**src/kpe_pkg.sv**
```systemverilog
// Shared types and constants of the keyboard pointer emulator.
// Word structs of both channels, opcode, key, action and register codes.
// No dependencies.
package kpe_pkg;

  // Field widths fixed by the word formats
  localparam int POS_W      = 13;
  localparam int SCREEN_W   = 13;
  localparam int STEP_W     = 16;
  localparam int RAMP_W     = 12;
  localparam int HOLD_W     = 12;
  localparam int DZ_W       = 8;
  localparam int LINES_W    = 7;
  localparam int SCROLL_W   = 8;
  localparam int CFG_IDX_W  = 3;
  localparam int CFG_DATA_W = 16;

  // Serial ramp unit: product register and step counter
  localparam int MUL_W  = STEP_W + RAMP_W;
  localparam int CNT_W  = 4;
  localparam int DIAG_W = STEP_W + 8;
  localparam logic [HOLD_W-1:0] HOLD_MAX = '1;
  localparam logic [DIAG_W-1:0] DIAG_NUM = DIAG_W'(181);

  // Opcodes
  localparam logic [1:0] OP_TICK = 2'd0;
  localparam logic [1:0] OP_KEY  = 2'd1;
  localparam logic [1:0] OP_SYNC = 2'd2;

  // Key codes
  localparam logic [3:0] KEY_SPACE     = 4'd1;
  localparam logic [3:0] KEY_ESCAPE    = 4'd2;
  localparam logic [3:0] KEY_UP        = 4'd3;
  localparam logic [3:0] KEY_RIGHT     = 4'd6;
  localparam logic [3:0] KEY_LEFT_BTN  = 4'd7;
  localparam logic [3:0] KEY_RIGHT_BTN = 4'd8;
  localparam logic [3:0] KEY_SCROLL_UP = 4'd9;
  localparam logic [3:0] KEY_SCROLL_DN = 4'd10;

  // Action codes
  localparam logic [3:0] ACT_NONE     = 4'd0;
  localparam logic [3:0] ACT_PASS     = 4'd1;
  localparam logic [3:0] ACT_SWALLOW  = 4'd2;
  localparam logic [3:0] ACT_MOVE     = 4'd3;
  localparam logic [3:0] ACT_DRAG     = 4'd4;
  localparam logic [3:0] ACT_LDOWN    = 4'd5;
  localparam logic [3:0] ACT_LUP      = 4'd6;
  localparam logic [3:0] ACT_RDOWN    = 4'd7;
  localparam logic [3:0] ACT_RUP      = 4'd8;
  localparam logic [3:0] ACT_SCROLL   = 4'd9;
  localparam logic [3:0] ACT_QUIT     = 4'd10;

  // Configuration register indexes
  localparam logic [CFG_IDX_W-1:0] REG_SCREEN_WIDTH  = 3'd0;
  localparam logic [CFG_IDX_W-1:0] REG_SCREEN_HEIGHT = 3'd1;
  localparam logic [CFG_IDX_W-1:0] REG_START_STEP    = 3'd2;
  localparam logic [CFG_IDX_W-1:0] REG_MAX_STEP      = 3'd3;
  localparam logic [CFG_IDX_W-1:0] REG_RAMP_TICKS    = 3'd4;
  localparam logic [CFG_IDX_W-1:0] REG_DEADZONE      = 3'd5;
  localparam logic [CFG_IDX_W-1:0] REG_SCROLL_LINES  = 3'd6;

  typedef struct packed {
    logic [1:0]       op;
    logic [3:0]       key_id;
    logic             key_down;
    logic             alt_held;
    logic [POS_W-1:0] pointer_x;
    logic [POS_W-1:0] pointer_y;
  } in_word_t;

  typedef struct packed {
    logic [3:0]                 action;
    logic [POS_W-1:0]           pos_x;
    logic [POS_W-1:0]           pos_y;
    logic signed [SCROLL_W-1:0] scroll_amount;
    logic                       intercepting;
  } out_word_t;

  typedef enum logic [3:0] {
    S_IDLE,
    S_DECODE,
    S_MUL,
    S_DIV,
    S_SUM,
    S_DIAG,
    S_MOVE_X,
    S_MOVE_Y,
    S_FINISH
  } state_t;

endpackage

```
**src/keyboard_pointer_emulator_core.sv**
```systemverilog
// Keyboard pointer emulator: key events and frame ticks in, pointer actions out.
// Depends on kpe_pkg.
//
//   channel | direction | handshake            | word
//   --------+-----------+----------------------+-----------------------------
//   in      | input     | in_valid / in_stall  | in_data  (op, key, pointer)
//   out     | output    | out_valid / out_stall| out_data (action, position)
//   cfg     | input     | cfg_valid / cfg_ready| cfg_index, cfg_data
//
// One word at a time. A key, sync, idle tick or deadzone tick holds the input
// through the decode and finish states; a moving tick past the ramp (step at max)
// also through the diagonal and move states; one inside the ramp first through
// the bit-serial multiply (12 steps) and the restoring divide (16 steps).
// The output register takes the next result while the previous one is stalled
// only after it drains. Reset (rst, synchronous) loads the register defaults
// and clears the position, hold count, direction flags and modes.
module keyboard_pointer_emulator_core
  import kpe_pkg::*;
#(
  parameter int FRAC_BITS  = 8,
  parameter int COORD_BITS = 13
) (
  input  logic                  clk,
  input  logic                  rst,
  input  logic                  in_valid,
  output logic                  in_stall,
  input  in_word_t              in_data,
  output logic                  out_valid,
  input  logic                  out_stall,
  output out_word_t             out_data,
  input  logic                  cfg_valid,
  output logic                  cfg_ready,
  input  logic [CFG_IDX_W-1:0]  cfg_index,
  input  logic [CFG_DATA_W-1:0] cfg_data
);

  localparam int P_W = COORD_BITS + FRAC_BITS;
  localparam int EW  = ((P_W > STEP_W) ? P_W : STEP_W) + 2;
  localparam int LW  = (COORD_BITS > SCREEN_W) ? COORD_BITS : SCREEN_W;
  localparam logic [COORD_BITS-1:0] COORD_MAX = '1;

  // Configuration registers
  logic [SCREEN_W-1:0] screen_width, screen_height;
  logic [STEP_W-1:0]   start_step, max_step;
  logic [RAMP_W-1:0]   ramp_ticks;
  logic [DZ_W-1:0]     deadzone_ticks;
  logic [LINES_W-1:0]  scroll_lines;

  // Architectural state
  logic [P_W-1:0]    position_x, position_y;
  logic [HOLD_W-1:0] hold_count;
  logic [3:0]        direction_flags;
  logic              dragging;
  logic              intercept_on;

  // Sequencer and datapath registers
  state_t                     state, state_next;
  in_word_t                   item;
  logic [MUL_W-1:0]           prod;
  logic [CNT_W-1:0]           cnt;
  logic [STEP_W-1:0]          step;
  logic [3:0]                 act;
  logic signed [SCROLL_W-1:0] scroll;

  // Combinational decode
  logic              dx_pos, dx_neg, dy_pos, dy_neg, moving, diagonal;
  logic [HOLD_W-1:0] hold_inc, ramp_t;
  logic              in_dead, use_max, tick_moves, out_free, descending;
  logic [STEP_W-1:0] diff;
  logic [STEP_W:0]   mul_sum;
  logic [RAMP_W:0]   trial;
  logic              quot_bit;
  logic [RAMP_W-1:0] rem_next;
  logic [DIAG_W-1:0] diag_prod;
  logic [3:0]        key_off, flag_bit;
  logic [SCROLL_W-1:0] lines_ext;

  // Move datapath
  logic                  axis_y, dir_up, dir_dn;
  logic [P_W-1:0]        pos_cur, hi, pos_new;
  logic [SCREEN_W-1:0]   scr;
  logic [LW-1:0]         scr_ext, cmax_ext;
  logic [COORD_BITS-1:0] lim;
  logic [EW-1:0]         pos_ext, step_ext, hi_ext, v;

  assign cfg_ready = 1'b1;
  assign in_stall  = (state != S_IDLE);

  // Net direction and hold timing
  always_comb begin
    dx_pos     = direction_flags[3] & ~direction_flags[2];
    dx_neg     = direction_flags[2] & ~direction_flags[3];
    dy_pos     = direction_flags[1] & ~direction_flags[0];
    dy_neg     = direction_flags[0] & ~direction_flags[1];
    moving     = dx_pos | dx_neg | dy_pos | dy_neg;
    diagonal   = (dx_pos | dx_neg) & (dy_pos | dy_neg);
    hold_inc   = (hold_count == HOLD_MAX) ? hold_count : hold_count + HOLD_W'(1);
    in_dead    = hold_inc < HOLD_W'(deadzone_ticks);
    ramp_t     = hold_inc - HOLD_W'(deadzone_ticks);
    use_max    = (ramp_ticks == '0) || (ramp_t >= ramp_ticks);
    tick_moves = (item.op == OP_TICK) && intercept_on && moving && !in_dead;
    descending = max_step < start_step;
    diff       = descending ? (start_step - max_step) : (max_step - start_step);
    out_free   = !out_valid || !out_stall;
    key_off    = item.key_id - KEY_UP;
    flag_bit   = 4'b0001 << key_off[1:0];
    lines_ext  = SCROLL_W'(scroll_lines);
  end

  // Serial multiply and divide steps
  always_comb begin
    mul_sum   = {1'b0, prod[MUL_W-1:RAMP_W]} + (prod[0] ? {1'b0, diff} : '0);
    trial     = {prod[MUL_W-1:STEP_W], prod[STEP_W-1]};
    quot_bit  = trial >= {1'b0, ramp_ticks};
    rem_next  = quot_bit ? RAMP_W'(trial - {1'b0, ramp_ticks}) : trial[RAMP_W-1:0];
    diag_prod = DIAG_W'(step) * DIAG_NUM;
  end

  // Move one axis and clamp to the screen
  always_comb begin
    axis_y   = (state == S_MOVE_Y);
    pos_cur  = axis_y ? position_y : position_x;
    dir_up   = axis_y ? dy_pos : dx_pos;
    dir_dn   = axis_y ? dy_neg : dx_neg;
    scr      = axis_y ? screen_height : screen_width;
    scr_ext  = LW'(scr);
    cmax_ext = LW'(COORD_MAX);
    lim      = COORD_BITS'((scr_ext > cmax_ext) ? cmax_ext : scr_ext);
    hi       = {lim, {FRAC_BITS{1'b0}}};
    pos_ext  = EW'(pos_cur);
    step_ext = EW'(step);
    hi_ext   = EW'(hi);
    if (dir_up) begin
      v = pos_ext + step_ext;
    end else if (dir_dn) begin
      v = pos_ext - step_ext;
    end else begin
      v = pos_ext;
    end
    if (v[EW-1]) begin
      pos_new = '0;
    end else if (v > hi_ext) begin
      pos_new = hi;
    end else begin
      pos_new = P_W'(v);
    end
  end

  // State register
  always_ff @(posedge clk) begin
    if (rst) begin
      state <= S_IDLE;
    end else begin
      state <= state_next;
    end
  end

  // Next state
  always_comb begin
    state_next = state;
    case (state)
      S_IDLE: begin
        if (in_valid) state_next = S_DECODE;
      end
      S_DECODE: begin
        if (tick_moves) begin
          state_next = use_max ? S_DIAG : S_MUL;
        end else begin
          state_next = S_FINISH;
        end
      end
      S_MUL: begin
        if (cnt == '0) state_next = S_DIV;
      end
      S_DIV: begin
        if (cnt == '0) state_next = S_SUM;
      end
      S_SUM:    state_next = S_DIAG;
      S_DIAG:   state_next = S_MOVE_X;
      S_MOVE_X: state_next = S_MOVE_Y;
      S_MOVE_Y: state_next = S_FINISH;
      S_FINISH: begin
        if (out_free) state_next = S_IDLE;
      end
      default:  state_next = S_IDLE;
    endcase
  end

  // Configuration writes
  always_ff @(posedge clk) begin
    if (rst) begin
      screen_width   <= SCREEN_W'(1920);
      screen_height  <= SCREEN_W'(1080);
      start_step     <= STEP_W'(85);
      max_step       <= STEP_W'(4267);
      ramp_ticks     <= RAMP_W'(42);
      deadzone_ticks <= DZ_W'(3);
      scroll_lines   <= LINES_W'(3);
    end else if (cfg_valid && cfg_ready) begin
      case (cfg_index)
        REG_SCREEN_WIDTH:  screen_width   <= cfg_data[SCREEN_W-1:0];
        REG_SCREEN_HEIGHT: screen_height  <= cfg_data[SCREEN_W-1:0];
        REG_START_STEP:    start_step     <= cfg_data[STEP_W-1:0];
        REG_MAX_STEP:      max_step       <= cfg_data[STEP_W-1:0];
        REG_RAMP_TICKS:    ramp_ticks     <= cfg_data[RAMP_W-1:0];
        REG_DEADZONE:      deadzone_ticks <= cfg_data[DZ_W-1:0];
        REG_SCROLL_LINES:  scroll_lines   <= cfg_data[LINES_W-1:0];
        default: ;
      endcase
    end
  end

  // Latch the input word
  always_ff @(posedge clk) begin
    if (state == S_IDLE && in_valid) item <= in_data;
  end

  // Pointer state and ramp datapath
  always_ff @(posedge clk) begin
    if (rst) begin
      position_x      <= '0;
      position_y      <= '0;
      hold_count      <= '0;
      direction_flags <= '0;
      dragging        <= 1'b0;
      intercept_on    <= 1'b0;
    end else begin
      case (state)
        S_DECODE: begin
          act    <= ACT_NONE;
          scroll <= '0;
          case (item.op)
            OP_TICK: begin
              if (intercept_on) begin
                if (!moving) begin
                  hold_count <= '0;
                end else begin
                  hold_count <= hold_inc;
                  if (!in_dead) begin
                    act  <= dragging ? ACT_DRAG : ACT_MOVE;
                    step <= max_step;
                    prod <= {STEP_W'(0), ramp_t};
                    cnt  <= CNT_W'(RAMP_W - 1);
                  end
                end
              end
            end
            OP_KEY: begin
              if (item.key_id == KEY_SPACE && item.alt_held) begin
                if (item.key_down) intercept_on <= !intercept_on;
                act <= ACT_SWALLOW;
              end else if (item.key_id == KEY_ESCAPE && item.alt_held) begin
                act <= item.key_down ? ACT_QUIT : ACT_SWALLOW;
              end else if (!intercept_on) begin
                act <= ACT_PASS;
              end else if (item.key_id inside {[KEY_UP:KEY_RIGHT]}) begin
                direction_flags <= item.key_down ? (direction_flags | flag_bit)
                                                 : (direction_flags & ~flag_bit);
                act <= ACT_SWALLOW;
              end else begin
                case (item.key_id)
                  KEY_LEFT_BTN: begin
                    dragging <= item.key_down;
                    act      <= item.key_down ? ACT_LDOWN : ACT_LUP;
                  end
                  KEY_RIGHT_BTN: begin
                    act <= item.key_down ? ACT_RDOWN : ACT_RUP;
                  end
                  KEY_SCROLL_UP: begin
                    act <= item.key_down ? ACT_SCROLL : ACT_SWALLOW;
                    if (item.key_down) scroll <= lines_ext;
                  end
                  KEY_SCROLL_DN: begin
                    act <= item.key_down ? ACT_SCROLL : ACT_SWALLOW;
                    if (item.key_down) scroll <= SCROLL_W'(0) - lines_ext;
                  end
                  default: act <= ACT_PASS;
                endcase
              end
            end
            OP_SYNC: begin
              position_x <= {COORD_BITS'(item.pointer_x), {FRAC_BITS{1'b0}}};
              position_y <= {COORD_BITS'(item.pointer_y), {FRAC_BITS{1'b0}}};
              act        <= ACT_PASS;
            end
            default: act <= ACT_NONE;
          endcase
        end
        // Shift-add: one multiplier bit of the ramp time per cycle
        S_MUL: begin
          prod <= {mul_sum, prod[RAMP_W-1:1]};
          cnt  <= (cnt == '0) ? CNT_W'(STEP_W - 1) : cnt - CNT_W'(1);
        end
        // Restoring divide by ramp_ticks: one quotient bit per cycle
        S_DIV: begin
          prod <= {rem_next, prod[STEP_W-2:0], quot_bit};
          cnt  <= cnt - CNT_W'(1);
        end
        S_SUM: begin
          step <= descending ? (start_step - prod[STEP_W-1:0])
                             : (start_step + prod[STEP_W-1:0]);
        end
        S_DIAG: begin
          if (diagonal) step <= diag_prod[DIAG_W-1:8];
        end
        S_MOVE_X: position_x <= pos_new;
        S_MOVE_Y: position_y <= pos_new;
        default: ;
      endcase
    end
  end

  // Output register
  always_ff @(posedge clk) begin
    if (rst) begin
      out_valid <= 1'b0;
    end else if (state == S_FINISH && out_free) begin
      out_valid <= 1'b1;
    end else if (!out_stall) begin
      out_valid <= 1'b0;
    end
  end

  always_ff @(posedge clk) begin
    if (state == S_FINISH && out_free) begin
      out_data.action        <= act;
      out_data.pos_x         <= POS_W'(position_x[P_W-1:FRAC_BITS]);
      out_data.pos_y         <= POS_W'(position_y[P_W-1:FRAC_BITS]);
      out_data.scroll_amount <= scroll;
      out_data.intercepting  <= intercept_on;
    end
  end

endmodule

```
**config.mk**
```make
export PLATFORM = sky130hd
export DESIGN_NAME = keyboard_pointer_emulator_core
export DESIGN_NICKNAME = d
export VERILOG_FILES = /design/src/kpe_pkg.sv /design/src/keyboard_pointer_emulator_core.sv
export SDC_FILE = /design/constraint.sdc
export NUM_CORES = 1
export LEC_CHECK = 0
export BUFFER_PORTS_ARGS = -buffer_cell sky130_fd_sc_hd__clkbuf_2
export CAP_MARGIN = 20
export CORE_UTILIZATION = 55
export CTS_CLUSTER_SIZE = 28
export DETAILED_ROUTE_END_ITERATION = 16
export PLACE_DENSITY = 0.73
export SYNTH_ARGS = -nofsm -noshare
export SYNTH_HDL_FRONTEND = slang
export SYNTH_SLANG_ARGS = --single-unit
```
**constraint.sdc**
```tcl
create_clock -name clk -period 12.7 [get_ports clk]
set_input_delay 1.27 -clock clk [delete_from_list [all_inputs] [get_ports clk]]
set_output_delay 1.27 -clock clk [all_outputs]
set_load 0.03 [all_outputs]
```
==> flow_summary.ini, run 1 <==
[critical_path]
cp.arrival_ns = 7.38
max_stage_delay_ns = 0.78
r2r_cells = 26
slowest_stage = a2bb2oi_2
crit_start = state[1]
r2r_setup_slack_ns = 5.84
critical_path_class = reg2reg
start_kind = register
crit_fanout = 36
r2r-start = state[1]
critPathCapture = position_y[1]
crit_required_ns = 13.23
r2r_end = position_y[1]
crit_path_end_kind = register
cp_common_cell = nand2_1

[timing]
min_period_over_period = 0.540
relSlewSlack = 0.331
finalHoldViolCount = 0
rsz0062_at_grt = false
tns_ns = 0
slew_violations = 0
fmax_mhz = 146
setup_violations = 0
worst_slack_ns = 5.84
whs_ns = 0.420
finalCriticalPeriod_ns = 6.86
finClkSkew_ns = 0.0190
tightest_slew_ns = 1.00

[yosys]
ys_async_sr_fraction = 0
synth-seq-cells = 283
syn_avg_cell_area_um2 = 8.65
synth_cell_type_count = 83
synth_flop_cell = dfxtp_1
synth_top_area_share = 0.192
synth_nets = 2720
netlist_area_um2 = 20800
yosysWarnings = 0
synth_edf_count = 133
synth_area_leaders = edfxtp_1, dfxtp_1, ha_1
yosysTopAreaCell = edfxtp_1
netlist_instances = 2409
yosysSeqAreaShare = 0.336

[clock_tree]
hold_buffers = 0
cts_resized = 0
htreeDepth = 1
clk_path_buf_depth = 3
insertion_delay_ns = 0.60
clkSinkCount = 283
root_buffer = clkbuf_16
cts_buffers = 31
cts_tree = yes
post_cts_buffers = 0
clkTransAtPathRegs_ns = 0.06

[layout]
syn_to_final_growth_pct = 9.36
drive_gt1_frac = 0.0816
fin_cells = 2992
num-nets-final = 2774
insertedDiodeCount = 0

[pwr]
power_density_nw_per_um2 = 99.5
p_leak_nw = 10.0
vdd_drop_max_v = 0.000132
totalPowerFinal_mw = 2.27

[floorplan]
row_count = 70
num_io_pins = 100
core-area_um2 = 37000
die-area_um2 = 38700
fp.dieH_um = 197
initial_core_util = 0.564
dieWidth_um = 197

[global_routing]
grt_max_degree = 75
antenna_found_initial = 1
grt_pass1_wl_um = 91000
first_global_vias = 17100
track_usage = 0.297
overflow = 0

[place]
place_inst = 2934
port_buffers = 98
hpwl_um = 44200
dp_slack_ns = 5.95
gp_congestion = 0.969

[routing]
vias_per_cell = 5.98
first_iter_violations = 1403
ant_nets = 0
vias = 17900
first_pass_iters = 6
drc_errors = 0
wirelength_um = 57800
wire_per_inst_um = 19.3

[run]
drv_cap = 0

[run_status]
status = finished clean

[hold_path]
hold_path_class = reg2reg
[report_power, final]
part,internal [mW],leakage (nW),switching [mW]
logic,0.122,7.03,0.206
registers,0.981,2.45,0.0176
clock network,0.554,0.521,0.388
total,1.66,10.0,0.612
[area by class of cell]
type                            count  area (um^2)
Fill cell                        3282        14200
Multi-Input combinational cell   1827        12700
Sequential cell                   283         7000
Clock buffer                       35          791
Inverter                          203          762
Timing Repair Buffer              117          636
Tap cell                          504          631
Clock inverter                     23          274
[Yosys cell counts (8+ instances only)]
master / n
a211o_1: 13
a211oi_1: 26
a21o_1: 59
a21oi_1: 236
a221o_1: 8
a221oi_1: 11
a22o_1: 17
a22oi_1: 9
a31oi_1: 19
and2_1: 13
and3_1: 42
buf_1: 10
buf_2: 10
clkbuf_1: 71
dfxtp_1: 150
edfxtp_1: 133
fa_1: 45
ha_1: 208
inv_1: 202
mux2_2: 8
mux2i_1: 52
nand2_1: 335
nand2b_1: 26
nand3_1: 42
nand3b_1: 22
nand4_1: 10
nor2_1: 175
nor2b_1: 28
nor3_1: 36
nor4_1: 10
o211ai_1: 12
o21a_1: 18
o21ai_0: 83
o21bai_1: 14
o22ai_1: 23
o2bb2ai_1: 10
o31ai_1: 11
or3_1: 18
xnor2_1: 66
xor2_1: 37
[cells by family after synthesis]
| family | synth area share |
|---|---|
| AOI/OAI and AO/OA | 0.191 |
| xor gates and xnor gates | 0.0433 |
| adders and majority gates | 0.168 |
| buffers and inverters | 0.0561 |
| DFF | 0.336 |
| muxes | 0.0309 |
| other | 0.000180 |
| and+or+nand+nor | 0.175 |
[worst min path at each step]
| stage | slack (ns) | depth (start not counted) | endpoint | start |
|---|---|---|---|---|
| after global routing | 0.43 | 0 | out_data[4] | scroll[3] |
| final | 0.42 | 0 | out_data[36] | act[1] |
| after detailed placement | 0.41 | 0 | out_data[3] | scroll[2] |
| after floorplan | 0.40 | 0 | out_data[1] | scroll[0] |
| after global placement | 0.40 | 0 | out_data[7] | scroll[6] |
| after CTS | 0.42 | 0 | out_data[36] | act[1] |
[cell usage in the layout (no fill, tap or decap), types with 31 or more instances in the layout]
cell,count
dfxtp_1,149
a21o_1,59
and3_1,42
clkbuf_2,97
nor2_1,174
nand2_1,335
xor2_1,37
inv_1,202
fa_1,45
nor3_1,35
xnor2_1,66
o21ai_0,83
a21oi_1,235
mux2i_1,52
nand3_1,42
ha_1,208
edfxtp_1,133
clkbuf_16,31
[per-stage QoR]
step                utilization  instance area, um^2
CTS                       0.617                22800
detailed placement        0.588                21700
global route              0.617                22800
global placement          0.588                21700
finish                    0.617                22800
floorplan                     -                20800
[state kept, by name (all words and copies together), names as in the netlist, 7 cells and up, named ones only]
name and flops:
deadzone_ticks 8, hold_count 12, item 34, max_step 16, out_data 39, position_x 21, position_y 21, prod 28
ramp_ticks 12, screen_height 13, screen_width 13, scroll 8, scroll_lines 7, start_step 16, step 16
[critical path, delay by kind of cell, from the launching register on]
family,cells,cell delay (ns)
adder cells (fa/ha/maj),3,0.89
flip-flops,1,0.57
AND/OR/NAND/NOR,10,1.86
XOR/XNOR,1,0.19
AO/OA/AOI/OAI,9,2.72
buffers and inverters,3,0.50
[layer usage]
| layer | share of wire | vias to the layer above | GRT usage |
|---|---|---|---|
| met5 | 0.00022 | - | 0 |
| met3 | 0.057 | 115 | 0.0313 |
| met1 | 0.44 | 8583 | 0.401 |
| met2 | 0.47 | 574 | 0.500 |
| li1 | - | 8627 | - |
| met4 | 0.031 | 2 | 0.0919 |
Power figures use the tool's default switching activity.
==> run 2, diff against run 1 <==
==> constraint.sdc (replaced) <==
create_clock -name clk -period 6.75 [get_ports clk]
set_input_delay 0.675 -clock clk [delete_from_list [all_inputs] [get_ports clk]]
set_output_delay 0.675 -clock clk [all_outputs]
set_load 0.03 [all_outputs]
==> run 2 against run 1 <==
Net effect: sequential power rose by 88%; combinational power increased by 89%; total power increased by 86%; clock skew rose by 0.0033 ns; global-route usage grew 0.46 points; critical path depth down 1.
==> flow_summary.ini, run 2 (synthesis results as in run 1) <==
[clock_tree]
post_cts_buffers = 0
cts_buffers = 30
cts_tree = yes
root_buffer = clkbuf_16
clkTransAtPathRegs_ns = 0.06
htreeDepth = 1
insertion_delay_ns = 0.60
clk_path_buf_depth = 3
clkSinkCount = 283
hold_buffers = 0
cts_resized = 0

[routing]
wirelength_um = 58600
wire_per_inst_um = 19.6
ant_nets = 0
vias_per_cell = 5.97
first_pass_iters = 6
drc_errors = 0
vias = 17900
first_iter_violations = 1452

[global_routing]
grt_pass1_wl_um = 92400
first_global_vias = 17100
grt_max_degree = 74
overflow = 0
track_usage = 0.301
antenna_found_initial = 0

[hold_path]
hold_path_class = in2reg

[pwr]
p_clk_frac = 0.409
p_switching_mw = 1.14
comb_power_share = 0.146
power_density_nw_per_um2 = 185
swShare = 0.271
seqPwrFrac = 0.445
vdd_drop_max_v = 0.000221
p_leak_nw = 10.0
p_int_mw = 3.08

[layout]
largest_reg_flops = 39
largest_register = out_data
layout_common_cells = nand2_1, a21oi_1, ha_1, inv_1, nor2_1
postLayoutCoreUtil = 0.617
num-nets-final = 2775
final_area_um2 = 22800
syn_to_final_growth_pct = 9.35
final_common_cell = nand2_1
drive_gt1_frac = 0.0824
top_regs = out_data (39), item (34), prod (28)
insertedDiodeCount = 0

[critical_path]
cp_common_cell = nand2_1
crit_path_end_kind = register
cp_num_buf_inv = 3
crit_required_ns = 7.27
max_stage_delay_ns = 0.59
crit_fanout = 32
crit_family = compound AO/OA/AOI/OAI gates
start_kind = register
cp.arrival_ns = 6.86
slowest_stage = dfxtp_1
critical_path_class = reg2reg

[floorplan]
die-area_um2 = 38700
initial_core_util = 0.564
dieWidth_um = 197
row_count = 70
num_io_pins = 100
core-area_um2 = 37000
fp.dieH_um = 197

[timing]
tightest_slew_ns = 1.02
finalHoldViolCount = 0
setup_violations = 0
relSlewSlack = 0.320
whs_ns = 0.257
tns_ns = 0
min_period_over_period = 0.940
rsz0062_at_grt = false
finalCriticalPeriod_ns = 6.34
finClkSkew_ns = 0.0223
fmax_mhz = 158
slew_violations = 0

[run_status]
status = finished clean

[place]
gp_congestion = 0.989
place_area_um2 = 21800
hpwl_um = 45100
port_buffers = 98

[run]
drv_cap = 0
==> run 2: cell types whose count changed in the layout (fill, tap and decap cells not counted), sizes merged <==
cell and delta:
bufinv -3, clkbuf +7, inv -3, buf +2, clkinv -5, clkinvlp +1
==> run 2: final cells by class <==
type	count	area, um^2
Clock buffer	42	898
Clock inverter	13	134
Sequential cell	283	7000
Multi-Input combinational cell	1827	12700
Fill cell	3249	14200
Tap cell	504	631
Inverter	203	762
Timing Repair Buffer	119	667
==> run 2: worst paths after layout <==
kind | start | end | slack [ns] | cells past startpoint
max | state[1] | position_y[5] | 0.41 | 25
min | in_data[33] | item[33] | 0.26 | 1
max reg2reg | state[1] | position_y[5] | 0.41 | 25
min reg2reg | scroll[4] | out_data[5] | 0.42 | 0
==> run 2: routing by layer <==
metal,share of wire,global-route usage,up-vias
met5,0,0,-
met1,0.43,0.402,8552
met4,0.025,0.0726,0
li1,-,-,8642
met2,0.48,0.521,568
met3,0.058,0.0352,92
==> run 2: power groups by stage <==
stage	Combinational, mW	Sequential, mW	Clock (mW)
final	0.619	1.88	1.73
after global routing	0.676	1.88	1.80
after CTS	0.611	1.88	1.74
after detailed placement	0.607	1.92	0
after global placement	0.596	1.92	0
after floorplan	0.428	1.92	0
==> run 2: per-stage QoR <==
step | power (mW) | worst slack (ns) | instances
final | 4.22 | 0.407 | 2991
after global routing | 4.36 | 0.0502 | 2991
after CTS | 4.23 | 0.466 | 2991
after detailed placement | 2.52 | 0.525 | 2936
after global placement | 2.51 | 0.689 | 2936
after floorplan | 2.35 | 0.480 | 2409
==> run 3, diff against run 2 <==
--- a/config.mk
+++ b/config.mk
@@ -5,6 +5,7 @@
 export SDC_FILE = /design/constraint.sdc
 export NUM_CORES = 1
 export LEC_CHECK = 0
+export ABC_AREA = 1
 export BUFFER_PORTS_ARGS = -buffer_cell sky130_fd_sc_hd__clkbuf_2
 export CAP_MARGIN = 20
 export CORE_UTILIZATION = 55
==> run 3 against run 2 <==
Net effect: register-to-register slack better by 0.74 ns; synthesized area rose by 3.9%; critical path depth increased by 1; worst setup slack better by 0.74 ns; core utilization fell by 0.53 points; critical path type unchanged; largest power group unchanged.
==> flow_summary.ini, run 3 <==
[run_status]
status = finished clean

[place]
gp_congestion = 1.03
place_inst = 3474
hpwl_um = 49400
port_buffers = 98

[layout]
layout_common_cells = nand2_1, inv_1, a21oi_1, ha_1, nor2_1
drive_gt1_frac = 0.0699
fin_cells = 3536
final_common_cell = nand2_1
largest_register = out_data
syn_to_final_growth_pct = 9.36
top_regs = out_data (39), item (34), prod (28)
insertedDiodeCount = 0
largest_reg_flops = 39
num-nets-final = 3304

[clock_tree]
clkTransAtPathRegs_ns = 0.07
root_buffer = clkbuf_16
insertion_delay_ns = 0.60
clkSinkCount = 283
post_cts_buffers = 0
cts_resized = 0
htreeDepth = 1
cts_tree = yes
hold_buffers = 0
cts_buffers = 31
clk_path_buf_depth = 3

[critical_path]
critical_path_class = reg2reg
slowest_stage = o21ai_0
r2r-start = state[2]
crit_path_end_kind = register
crit_start = state[2]
crit_required_ns = 7.27
cp.arrival_ns = 6.12
cp_common_cell = nand3_1
start_kind = register
max_stage_delay_ns = 0.80
crit_fanout = 40

[pwr]
p_int_mw = 3.44
vdd_drop_max_v = 0.000196
swShare = 0.340
p_switching_mw = 1.77
power_density_nw_per_um2 = 220
p_leak_nw = 11.2
p_clk_frac = 0.348
comb_power_share = 0.281
totalPowerFinal_mw = 5.21
seqPwrFrac = 0.371

[floorplan]
initial_core_util = 0.559
die-area_um2 = 40200
fp.dieH_um = 200
core-area_um2 = 38700
row_count = 72
num_io_pins = 100
dieWidth_um = 200

[yosys]
synth_area_leaders = edfxtp_1, dfxtp_1, ha_1
synth-seq-cells = 283
synth.top_cells.by_count = nand2_1, inv_1, a21oi_1, nor2_1, ha_1
yosysTopAreaCell = edfxtp_1
syn_avg_cell_area_um2 = 7.39
yosys.cell_count.top_type = nand2_1
yosysWarnings = 0
synth_nets = 3240
ys_async_sr_fraction = 0
synth_cell_type_count = 56
yosysSeqAreaShare = 0.323
netlist_instances = 2929
synth_flop_cell = dfxtp_1
synth_edf_count = 133
netlist_area_um2 = 21700
synth_top_area_share = 0.184

[routing]
ant_nets = 0
wirelength_um = 63100
routed.top_layer = met4
vias = 20200
vias_per_cell = 5.72
wl_met1_um = 27000
first_iter_violations = 1592
drc_errors = 0
wl_met3_um = 4370
first_pass_iters = 6
met2_length_um = 29100
wire_per_inst_um = 17.8

[timing]
tightest_slew_ns = 1.06
tns_ns = 0
setup_violations = 0
slew_violations = 0
rsz0062_at_grt = false
finClkSkew_ns = 0.0200
min_period_over_period = 0.830
finalHoldViolCount = 0
relSlewSlack = 0.290
fmax_mhz = 179
finalCriticalPeriod_ns = 5.60

[hold_path]
hold_path_class = in2reg
worstHoldStart = in_data[9]

[global_routing]
grt_pass1_wl_um = 99800
first_global_vias = 19000
grt_max_degree = 86
antenna_found_initial = 0
overflow = 0
track_usage = 0.308

[run]
drv_cap = 0
run 3: metrics by stage:
step           utilization  cell area [um^2]  worst slack (ns)  hold WS, ns
3_5_place_dp         0.582             22500              1.21        0.409
2_1_floorplan            -             21700             0.554        0.400
3_3_place_gp         0.582             22500              1.20        0.406
6_report             0.611             23700              1.15        0.243
4_1_cts              0.610             23600              1.19        0.229
5_1_grt              0.611             23700             0.745        0.233
run 3: area by class of cell:
cell class | instances | area (um^2)
inverter | 491 | 1840
clock buffer | 34 | 797
multi-input combinational | 2072 | 12500
sequential | 283 | 7000
tap | 518 | 648
timing repair buffer | 114 | 641
fill | 3600 | 15100
clock inverter | 24 | 277
run 3: critical path: cells and delay by family (launching register included):
kind	cells	cell delay [ns]
compound gates	3	1.13
fa+ha+maj	2	0.63
buf+inv	2	0.27
flops	1	0.37
simple gates	19	3.11
run 3: per-layer routing:
layer	vias to the layer above	track usage
met4	0	0.128
met3	133	0.0354
li1	9866	-
met2	752	0.506
met5	-	0
met1	9483	0.414
run 3: logic make-up (layout without fill, tap and decap cells):
family | count (synthesis) | in the layout | synth area share
flops | 283 | 283 | 0.323
compound gates | 617 | 617 | 0.159
simple gates | 1126 | 1126 | 0.223
xor+xnor | 64 | 64 | 0.0259
buf+inv | 574 | 663 | 0.102
mux | 11 | 11 | 0.00509
other cells | 1 | 1 | 0.000173
fa+ha+maj | 253 | 253 | 0.162
run 3: worst paths after layout:
check                                endpoint  slack, ns  depth (start not counted)
worst max-delay path            position_x[7]       1.15                         26
worst min-delay path                  item[9]       0.24                          1
worst max register to register  position_x[7]       1.15                         26
worst min register to register    out_data[1]       0.42                          0
run 3: power by group through the flow:
stage	Clock [mW]	Combinational (mW)	Sequential (mW)
4_1_cts	1.82	1.44	1.94
2_1_floorplan	0	1.05	1.97
3_3_place_gp	0	1.40	1.97
3_5_place_dp	0	1.43	1.97
5_1_grt	1.89	1.66	1.94
6_report	1.81	1.46	1.94
